==> src/hdl/assert_macros.svh <==
// Assertion macros shared by the RTL files.
`ifndef ASSERT_MACROS_SVH
`define ASSERT_MACROS_SVH
// Check an implication on every clock edge outside reset.
`define ASSERT_IMPL(label, clk, rst, pre, post, msg) \
   label: assert property (@(posedge clk) disable iff (rst) (pre) |-> (post)) \
      else $error(msg);
// Check that an implication holds in the cycle after the antecedent.
`define ASSERT_NEXT(label, clk, rst, pre, post, msg) \
   label: assert property (@(posedge clk) disable iff (rst) (pre) |=> (post)) \
      else $error(msg);
`endif

==> src/hdl/mrmt_pkg.sv <==
// Shared types and constants of the memory region map table.
package mrmt_pkg;
   localparam int MaxEntries = 32;
   localparam int IdxW = $clog2(MaxEntries);
   localparam int CntW = $clog2(MaxEntries + 1);

   typedef enum logic [2:0] {
      ACT_LOAD = 3'd0, ACT_INSERT = 3'd1, ACT_MERGE = 3'd2,
      ACT_READ = 3'd3, ACT_TOTAL = 3'd4, ACT_SETTYPE = 3'd5,
      ACT_NONE6 = 3'd6, ACT_NONE7 = 3'd7
   } action_type;

   localparam logic [1:0] ST_OK = 2'd0;
   localparam logic [1:0] ST_FULL = 2'd1;
   localparam logic [1:0] ST_BADIDX = 2'd2;

   typedef struct packed {
      logic [63:0] base;
      logic [63:0] length;
      logic [2:0]  kind;
      logic [31:0] acpi;
   } entry_type;

   typedef enum logic [3:0] {
      S_IDLE, S_SORT_RD, S_SORT_KEY, S_SORT_CMP, S_MRG_RD, S_MRG_FIRST,
      S_MRG_STEP, S_MRG_END, S_TOT_RD, S_TOT_ACC, S_RD_WAIT, S_DONE
   } state_type;

   // Controller to datapath commands.
   typedef struct packed {
      logic               latch_req;   // capture the request item
      logic               append;      // write request at count
      logic               set_kind;    // rewrite kind of the read entry
      logic [1:0]         rd_sel;      // 0 i, 1 j-1 (j-2 on a shift), 2 r, 3 index
      logic               rd_en;
      logic               sort_init;   // i <= 1
      logic               sort_take;   // read entry i as key, j <= i
      logic               sort_shift;  // write j-1 entry to j, j--
      logic               sort_place;  // write key at j, i++
      logic               mrg_init;
      logic               mrg_first;   // start run with read entry
      logic               mrg_add;     // add read entry to run
      logic               mrg_flush;   // write run at w, start new
      logic               mrg_final;   // write run, set count
      logic               tot_init;
      logic               tot_add;
      logic               rsp_load;    // load result register
      logic               cnt_inc;
   } cmd_type;

   typedef struct packed {
      action_type         action;
      logic               full;
      logic               idx_bad;
      logic               cnt_zero;
      logic               sort_more;   // i < count
      logic               sort_move;   // j>0 and mem[j-1].base > key
      logic               rd_more;     // r < count
      logic               kind_same;   // read kind equals run kind
   } sts_type;
endpackage

==> src/hdl/mrmt_ctrl.sv <==
// Controller state machine of the region map table.
`include "assert_macros.svh"
module mrmt_ctrl (
   input  logic                clock,
   input  logic                reset,
   input  logic                req_tvalid,
   output logic                req_tready,
   output logic                rsp_tvalid,
   input  logic                rsp_tready,
   input  mrmt_pkg::sts_type   sts,
   output mrmt_pkg::cmd_type   cmd
);
   mrmt_pkg::state_type state_ff, state_in;
   logic rsp_valid_ff, rsp_valid_in;

   always_ff @(posedge clock) begin
      if (reset) begin
         state_ff     <= mrmt_pkg::S_IDLE;
         rsp_valid_ff <= 1'b0;
      end else begin
         state_ff     <= state_in;
         rsp_valid_ff <= rsp_valid_in;
      end
   end

   assign rsp_tvalid = rsp_valid_ff;
   // Take a new item only in idle and when the result slot is free.
   assign req_tready = (state_ff == mrmt_pkg::S_IDLE) && !rsp_valid_ff;

   always_comb begin
      state_in = state_ff;
      cmd = '0;
      rsp_valid_in = rsp_valid_ff && !rsp_tready;
      unique case (state_ff)
         mrmt_pkg::S_IDLE: begin
            if (req_tvalid && req_tready) begin
               cmd.latch_req = 1'b1;
               state_in = mrmt_pkg::S_DONE;
            end
         end
         mrmt_pkg::S_DONE: begin
            // request is latched; dispatch on action
            unique case (sts.action)
               mrmt_pkg::ACT_LOAD: begin
                  if (!sts.full) begin
                     cmd.append = 1'b1;
                     cmd.cnt_inc = 1'b1;
                  end
                  cmd.rsp_load = 1'b1;
                  rsp_valid_in = 1'b1;
                  state_in = mrmt_pkg::S_IDLE;
               end
               mrmt_pkg::ACT_INSERT: begin
                  if (sts.full) begin
                     cmd.rsp_load = 1'b1;
                     rsp_valid_in = 1'b1;
                     state_in = mrmt_pkg::S_IDLE;
                  end else begin
                     cmd.append = 1'b1;
                     cmd.cnt_inc = 1'b1;
                     cmd.sort_init = 1'b1;
                     state_in = mrmt_pkg::S_SORT_RD;
                  end
               end
               mrmt_pkg::ACT_MERGE: begin
                  cmd.mrg_init = 1'b1;
                  if (sts.cnt_zero) begin
                     cmd.rsp_load = 1'b1;
                     rsp_valid_in = 1'b1;
                     state_in = mrmt_pkg::S_IDLE;
                  end else begin
                     state_in = mrmt_pkg::S_MRG_RD;
                  end
               end
               mrmt_pkg::ACT_READ, mrmt_pkg::ACT_SETTYPE: begin
                  if (sts.idx_bad) begin
                     cmd.rsp_load = 1'b1;
                     rsp_valid_in = 1'b1;
                     state_in = mrmt_pkg::S_IDLE;
                  end else begin
                     cmd.rd_en = 1'b1;
                     cmd.rd_sel = 2'd3;
                     state_in = mrmt_pkg::S_RD_WAIT;
                  end
               end
               mrmt_pkg::ACT_TOTAL: begin
                  cmd.tot_init = 1'b1;
                  state_in = mrmt_pkg::S_TOT_RD;
               end
               default: begin
                  cmd.rsp_load = 1'b1;
                  rsp_valid_in = 1'b1;
                  state_in = mrmt_pkg::S_IDLE;
               end
            endcase
         end
         mrmt_pkg::S_SORT_RD: begin
            // read entry i as the key (i counts from 1)
            if (sts.sort_more) begin
               cmd.rd_en = 1'b1;
               cmd.rd_sel = 2'd0;
               cmd.sort_take = 1'b1;
               state_in = mrmt_pkg::S_SORT_KEY;
            end else begin
               cmd.rsp_load = 1'b1;
               rsp_valid_in = 1'b1;
               state_in = mrmt_pkg::S_IDLE;
            end
         end
         mrmt_pkg::S_SORT_KEY: begin
            // key lands this cycle; start reading entry j-1
            cmd.rd_en = 1'b1;
            cmd.rd_sel = 2'd1;
            state_in = mrmt_pkg::S_SORT_CMP;
         end
         mrmt_pkg::S_SORT_CMP: begin
            // rd data holds entry j-1
            if (sts.sort_move) begin
               cmd.sort_shift = 1'b1;
               cmd.rd_en = 1'b1;
               cmd.rd_sel = 2'd1;
            end else begin
               cmd.sort_place = 1'b1;
               state_in = mrmt_pkg::S_SORT_RD;
            end
         end
         mrmt_pkg::S_MRG_RD: begin
            cmd.rd_en = 1'b1;
            cmd.rd_sel = 2'd2;
            state_in = mrmt_pkg::S_MRG_FIRST;
         end
         mrmt_pkg::S_MRG_FIRST: begin
            cmd.mrg_first = 1'b1;
            if (sts.rd_more) begin
               cmd.rd_en = 1'b1;
               cmd.rd_sel = 2'd2;
               state_in = mrmt_pkg::S_MRG_STEP;
            end else begin
               state_in = mrmt_pkg::S_MRG_END;
            end
         end
         mrmt_pkg::S_MRG_STEP: begin
            if (sts.kind_same) cmd.mrg_add = 1'b1;
            else cmd.mrg_flush = 1'b1;
            if (sts.rd_more) begin
               cmd.rd_en = 1'b1;
               cmd.rd_sel = 2'd2;
            end else begin
               state_in = mrmt_pkg::S_MRG_END;
            end
         end
         mrmt_pkg::S_MRG_END: begin
            cmd.mrg_final = 1'b1;
            cmd.rsp_load = 1'b1;
            rsp_valid_in = 1'b1;
            state_in = mrmt_pkg::S_IDLE;
         end
         mrmt_pkg::S_TOT_RD: begin
            if (sts.rd_more) begin
               cmd.rd_en = 1'b1;
               cmd.rd_sel = 2'd2;
               state_in = mrmt_pkg::S_TOT_ACC;
            end else begin
               cmd.rsp_load = 1'b1;
               rsp_valid_in = 1'b1;
               state_in = mrmt_pkg::S_IDLE;
            end
         end
         mrmt_pkg::S_TOT_ACC: begin
            cmd.tot_add = 1'b1;
            if (sts.rd_more) begin
               cmd.rd_en = 1'b1;
               cmd.rd_sel = 2'd2;
            end else begin
               state_in = mrmt_pkg::S_TOT_RD;
            end
         end
         mrmt_pkg::S_RD_WAIT: begin
            cmd.set_kind = (sts.action == mrmt_pkg::ACT_SETTYPE);
            cmd.rsp_load = 1'b1;
            rsp_valid_in = 1'b1;
            state_in = mrmt_pkg::S_IDLE;
         end
         default: state_in = mrmt_pkg::S_IDLE;
      endcase
   end

   `ASSERT_IMPL(a_ready_idle, clock, reset, req_tready,
      state_ff == mrmt_pkg::S_IDLE, "ready outside idle")
   `ASSERT_NEXT(a_rsp_hold, clock, reset, rsp_tvalid && !rsp_tready,
      rsp_tvalid, "result dropped while stalled")
   `ASSERT_NEXT(a_accept_busy, clock, reset, req_tvalid && req_tready,
      !req_tready, "second item taken before result")
endmodule

==> config.mk <==
export PLATFORM = sky130hd
export DESIGN_NAME = mrmt_ctrl
export DESIGN_NICKNAME = d
export VERILOG_FILES = /design/src/hdl/mrmt_pkg.sv /design/src/hdl/mrmt_ctrl.sv
export VERILOG_INCLUDE_DIRS = /design/src /design/src/hdl
export SDC_FILE = /design/constraint.sdc
export NUM_CORES = 1
export LEC_CHECK = 0
export BUFFER_PORTS_ARGS = -buffer_cell sky130_fd_sc_hd__buf_4
export CAP_MARGIN = 20
export CORE_AREA = 3 3 49 46
export CTS_CLUSTER_DIAMETER = 60
export CTS_CLUSTER_SIZE = 16
export DETAILED_ROUTE_END_ITERATION = 8
export DIE_AREA = 0 0 52 49
export HOLD_SLACK_MARGIN = 0.06
export PLACE_DENSITY = 0.8
export SYNTH_ARGS = -nofsm -noshare
export SYNTH_HDL_FRONTEND = slang
export SYNTH_SLANG_ARGS = --single-unit
==> constraint.sdc <==
create_clock -name clock -period 2.57 [get_ports clock]
set_input_delay 0.771 -clock clock [delete_from_list [all_inputs] [get_ports clock]]
set_output_delay 0.771 -clock clock [all_outputs]
set_load 0.05 [all_outputs]
Yosys cells after proc, flatten, opt, wreduce, memory -nomap -nowiden:

Index checks and enable logic that the tools add are counted.

* output and inout bits: 21
* input port bits: 14
* word-level logic and storage cells: 89
* flip-flop bits (word level): 5

* mux-type cells: 55
* eq/ne operators: 20
* reduce and logical (&&, ||, !) cells: 12

Operators by type and width (number)
* case mux 4 bit (10 select lines): 1
* two-way mux 1 bit: 34
* two-way mux 4 bit: 6
* case mux 3 bit (6 select lines): 1
* equality test 4 x 3 -> 1 bit, second input constant: 4
* equality test 4 bit, second input constant: 4
* case mux 1 bit (4 select lines): 4
* case mux 4 bit (4 select lines): 1
* two-way mux 3 bit: 4
* equality test 4 x 2 -> 1 bit, second input constant: 2
* two-way mux 2 bit: 4
* equality test 3 x 2 -> 1 bit, second input constant: 2
* equality test 3 bit, second input constant: 2
* inequality test 2 bit, second input constant: 3
* OR reduction 2 bit: 3
* equality test 4 x 1 -> 1 bit, second input constant: 1
* zero test 4 bit: 1
* AND reduction 4 bit: 1
* OR reduction 4 bit: 1
* equality test 3 x 1 -> 1 bit, second input constant: 1
* logical AND 1 bit: 3
* zero test 3 bit: 1
* zero test 1 bit: 2
* inequality test 2 x 1 -> 1 bit, second input constant: 1

Depth between registers and ports, before layout:

* depth after elaboration: 5
* depth in mapped cells: 7
* gate-level depth less buffers: 5

Worst setup path before layout:

Ideal clock, no wire load.

* path kind: input port to output port
* start point: input port sts[8] in the netlist's numbering
* end point: output port cmd[13] in the netlist's numbering
* required time: 1799 ps
* arrival time: 3068 ps
* setup slack: -1269 ps
* stages on the path: 6
* buffers on the path: 1
* cells stage by stage: buf_4 nand2b_4 a21oi_2 nand2_1 a211oi_1 or2_1

RTL lines
* from (decl): line mrmt_ctrl.sv:10 `input mrmt_pkg::sts_type sts,`
* to (decl): line mrmt_ctrl.sv:11 `output mrmt_pkg::cmd_type cmd`

==> flow_metrics.py <==
metrics = {
    "logic_synthesis": {
        "yosysWarnings": 0,
        "ys_types": 39,
        "yosys-top-cells-count": "nor2_1 (20), nand2_1 (11), a21oi_1 (10), buf_2 (6), inv_1 (6)",
        "async_flop_share_pct": 0,
        "synth_most_common_cell": "nor2_1",
        "ys_seq_area_share_pct": 12.1,
        "netlist_area_um2": 828,
        "yosys-top-cells-area": "dfxtp_1 (12%), nor2_1 (9.1%), a21oi_1 (6.0%), nand2_1 (5.0%), o2bb2ai_1 (4.2%)",
        "syn_avg_cell_area_um2": 6.47,
        "ys_ff_latch": 5,
        "synth_edf_count": 0,
        "netlist.area_leader.share_pct": 12.1,
        "synth_fp_nets": 142,
        "synth_top_cell_by_area": "dfxtp_1",
        "yosys_most_used_dff": "dfxtp_1",
        "synth_cells": 128,
    },
    "power": {
        "power.leakage_nw": 0.655,
        "irDropWorstVdd_mv": 0.929,
        "finalPower_w": 0.00141,
        "power_per_cell_area_nw_per_um2": 1020,
    },
    "clock_network": {
        "cts_setup_buffers": 0,
        "clockRootBuffer": "clkbuf_4",
        "insertion_delay_ps": 240,
        "htree_num_levels": 1,
        "clkTransAtPathRegs_ps": 40,
        "cts_buffers": 3,
        "cts.path.max_buffers": 2,
        "tritoncts": "done",
        "cts_sinks": 5,
        "cts_hold_buf": 0,
    },
    "setup_path": {
        "critPathMaxFanout": 2,
        "critPathLaunchType": "input port",
        "crit_required_ps": 1800,
        "cp.arrival_ps": 1770,
        "worst-setup-path-type": "input port to output pin",
        "startpoint": "sts[3]",
        "crit_path_end_kind": "output pin",
        "reg2reg_from": "state_ff[0]",
    },
    "drt": {
        "ant_nets": 0,
        "drt-initial-drc-count": 48,
        "drtPass1Iterations": 5,
        "drc": 0,
        "detail_route.wl_per_cell_um": 14.7,
        "via_per_inst": 5.90,
        "vias": 1186,
        "wl_um": 2960,
    },
    "die": {
        "dieArea_um2": 2550,
        "fp.coreArea_um2": 1730,
        "pin_count": 35,
        "rows": 14,
        "die_w_um": 52,
        "dieHeight_um": 49,
        "start_util_pct": 47.8,
    },
    "sta": {
        "tightest_slew_ps": 350,
        "fin_crit_ps": 2540,
        "fmax_ghz": 0.393,
        "min_period_over_period_pct": 99.0,
        "hold_viol_final": 0,
        "hold_ws_ps": 625,
        "slew_headroom_pct": 76.6,
        "finalSetupViolCount": 0,
        "finClkSkew_ps": 2.94,
        "drv_slew": 0,
        "rsz0062_at_grt": "true",
    },
    "run": {
        "maxCapViolCount": 0,
    },
    "placed_design": {
        "dp_hpwl_um": 2350,
        "io_buffers": 34,
        "placed_cell_area_um2": 1270,
        "gp_congestion": 0.890,
    },
    "cells_and_area": {
        "nets": 192,
        "final_area_um2": 1380,
        "drive_gt1_share_pct": 45.8,
        "area_growth_pct": 67.1,
        "diodes": 0,
    },
    "global_routing": {
        "antenna_found_initial": 0,
        "grt.total_usage_pct": 24.4,
        "first_global_vias": 1072,
        "grt_max_degree": 21,
        "grt-ovfl-total": 0,
        "grt_pass1_wl_um": 4900,
    },
    "worst_hold_path": {
        "hp-start": "state_ff[2]",
        "hold_class": "flip-flop to flip-flop",
    },
    "status": {
        "status": "complete, no violations",
    },
}
==> worst paths after layout <==
path                  to  slack [ps]  cells past startpoint
min           rsp_tvalid         630                      2
max reg2reg  state_ff[0]         910                      7
min reg2reg   rsp_tvalid         630                      2
max              cmd[13]          30                      6
==> repair_timing <==
item	CTS	global route
setup endpoints to repair	4	4
pin swaps	3	3
gates resized for setup	13	8
==> state kept, by name, indices dropped and copies added, names as in the netlist <==
register / cells
rsp_tvalid: 1
state_ff: 4
==> critical path, cell delays in order <==
cell and delay (ps):
buf_4 110, a21oi_1 150, a2bb2oi_1 230, o22ai_1 110
or2_4 240, buf_8 150
==> layer usage <==
| layer | share of wire (%) | GRT usage [%] | vias up |
|---|---|---|---|
| li1 | - | - | 563 |
| met1 | 42 | 34.2 | 547 |
| met2 | 47 | 37.7 | 66 |
| met3 | 9.0 | 3.67 | 10 |
| met4 | 1.8 | 7.42 | 0 |
| met5 | 0 | 0 | - |
==> cells by family after synthesis <==
logic type	count (synthesis)	share of synthesized area (%)
fa+ha+maj	1	1.21
flops	5	12.1
simple gates	62	41.5
xor+xnor	1	1.06
compound gates	41	33.7
buf+inv	18	10.4
==> per-stage QoR <==
stage	utilization, %	cells	setup TNS (ps)	setup slack, ps
3_3_place_gp	73.5	197	-115	-83.2
3_5_place_dp	73.5	197	-155	-96.6
2_1_floorplan	-	128	-1070	-389
4_1_cts	78.4	201	0	12.3
6_report	79.8	201	0	25.5
5_1_grt	79.8	201	-53.0	-53.0
==> layout make-up <==
class / instances / area (µm²)
tap: 24 / 30.0
multi-input combinational: 105 / 747
timing repair buffer: 55 / 447
inverter: 8 / 30.0
fill: 120 / 350
sequential: 5 / 104
clock buffer: 4 / 26.3
==> cells in the final DEF (no fill, tap or decap), drive strengths merged, types with 2 or more instances in the layout <==
cell type	netlist	layout
a211o	2	2
a211oi	2	2
a21oi	12	12
a2bb2oi	2	2
a31oi	4	4
and3	4	4
buf	10	55
clkbuf	0	4
dfxtp	5	5
inv	8	8
nand2	11	11
nand2b	7	7
nand3	3	3
nor2	20	20
nor2b	5	5
nor3	5	5
nor4	2	2
o21ai	6	6
o22ai	2	2
o2bb2ai	4	4
==> report_power, final <==
| group | internal (W) | total (W) | switching [W] |
|---|---|---|---|
| clock | 0.0000585 | 0.0000884 | 0.0000299 |
| combinational | 0.000449 | 0.00113 | 0.000684 |
| sequential | 0.000114 | 0.000184 | 0.0000706 |
| total | 0.000621 | 0.00141 | 0.000785 |
Power figures use the tool's default switching activity.
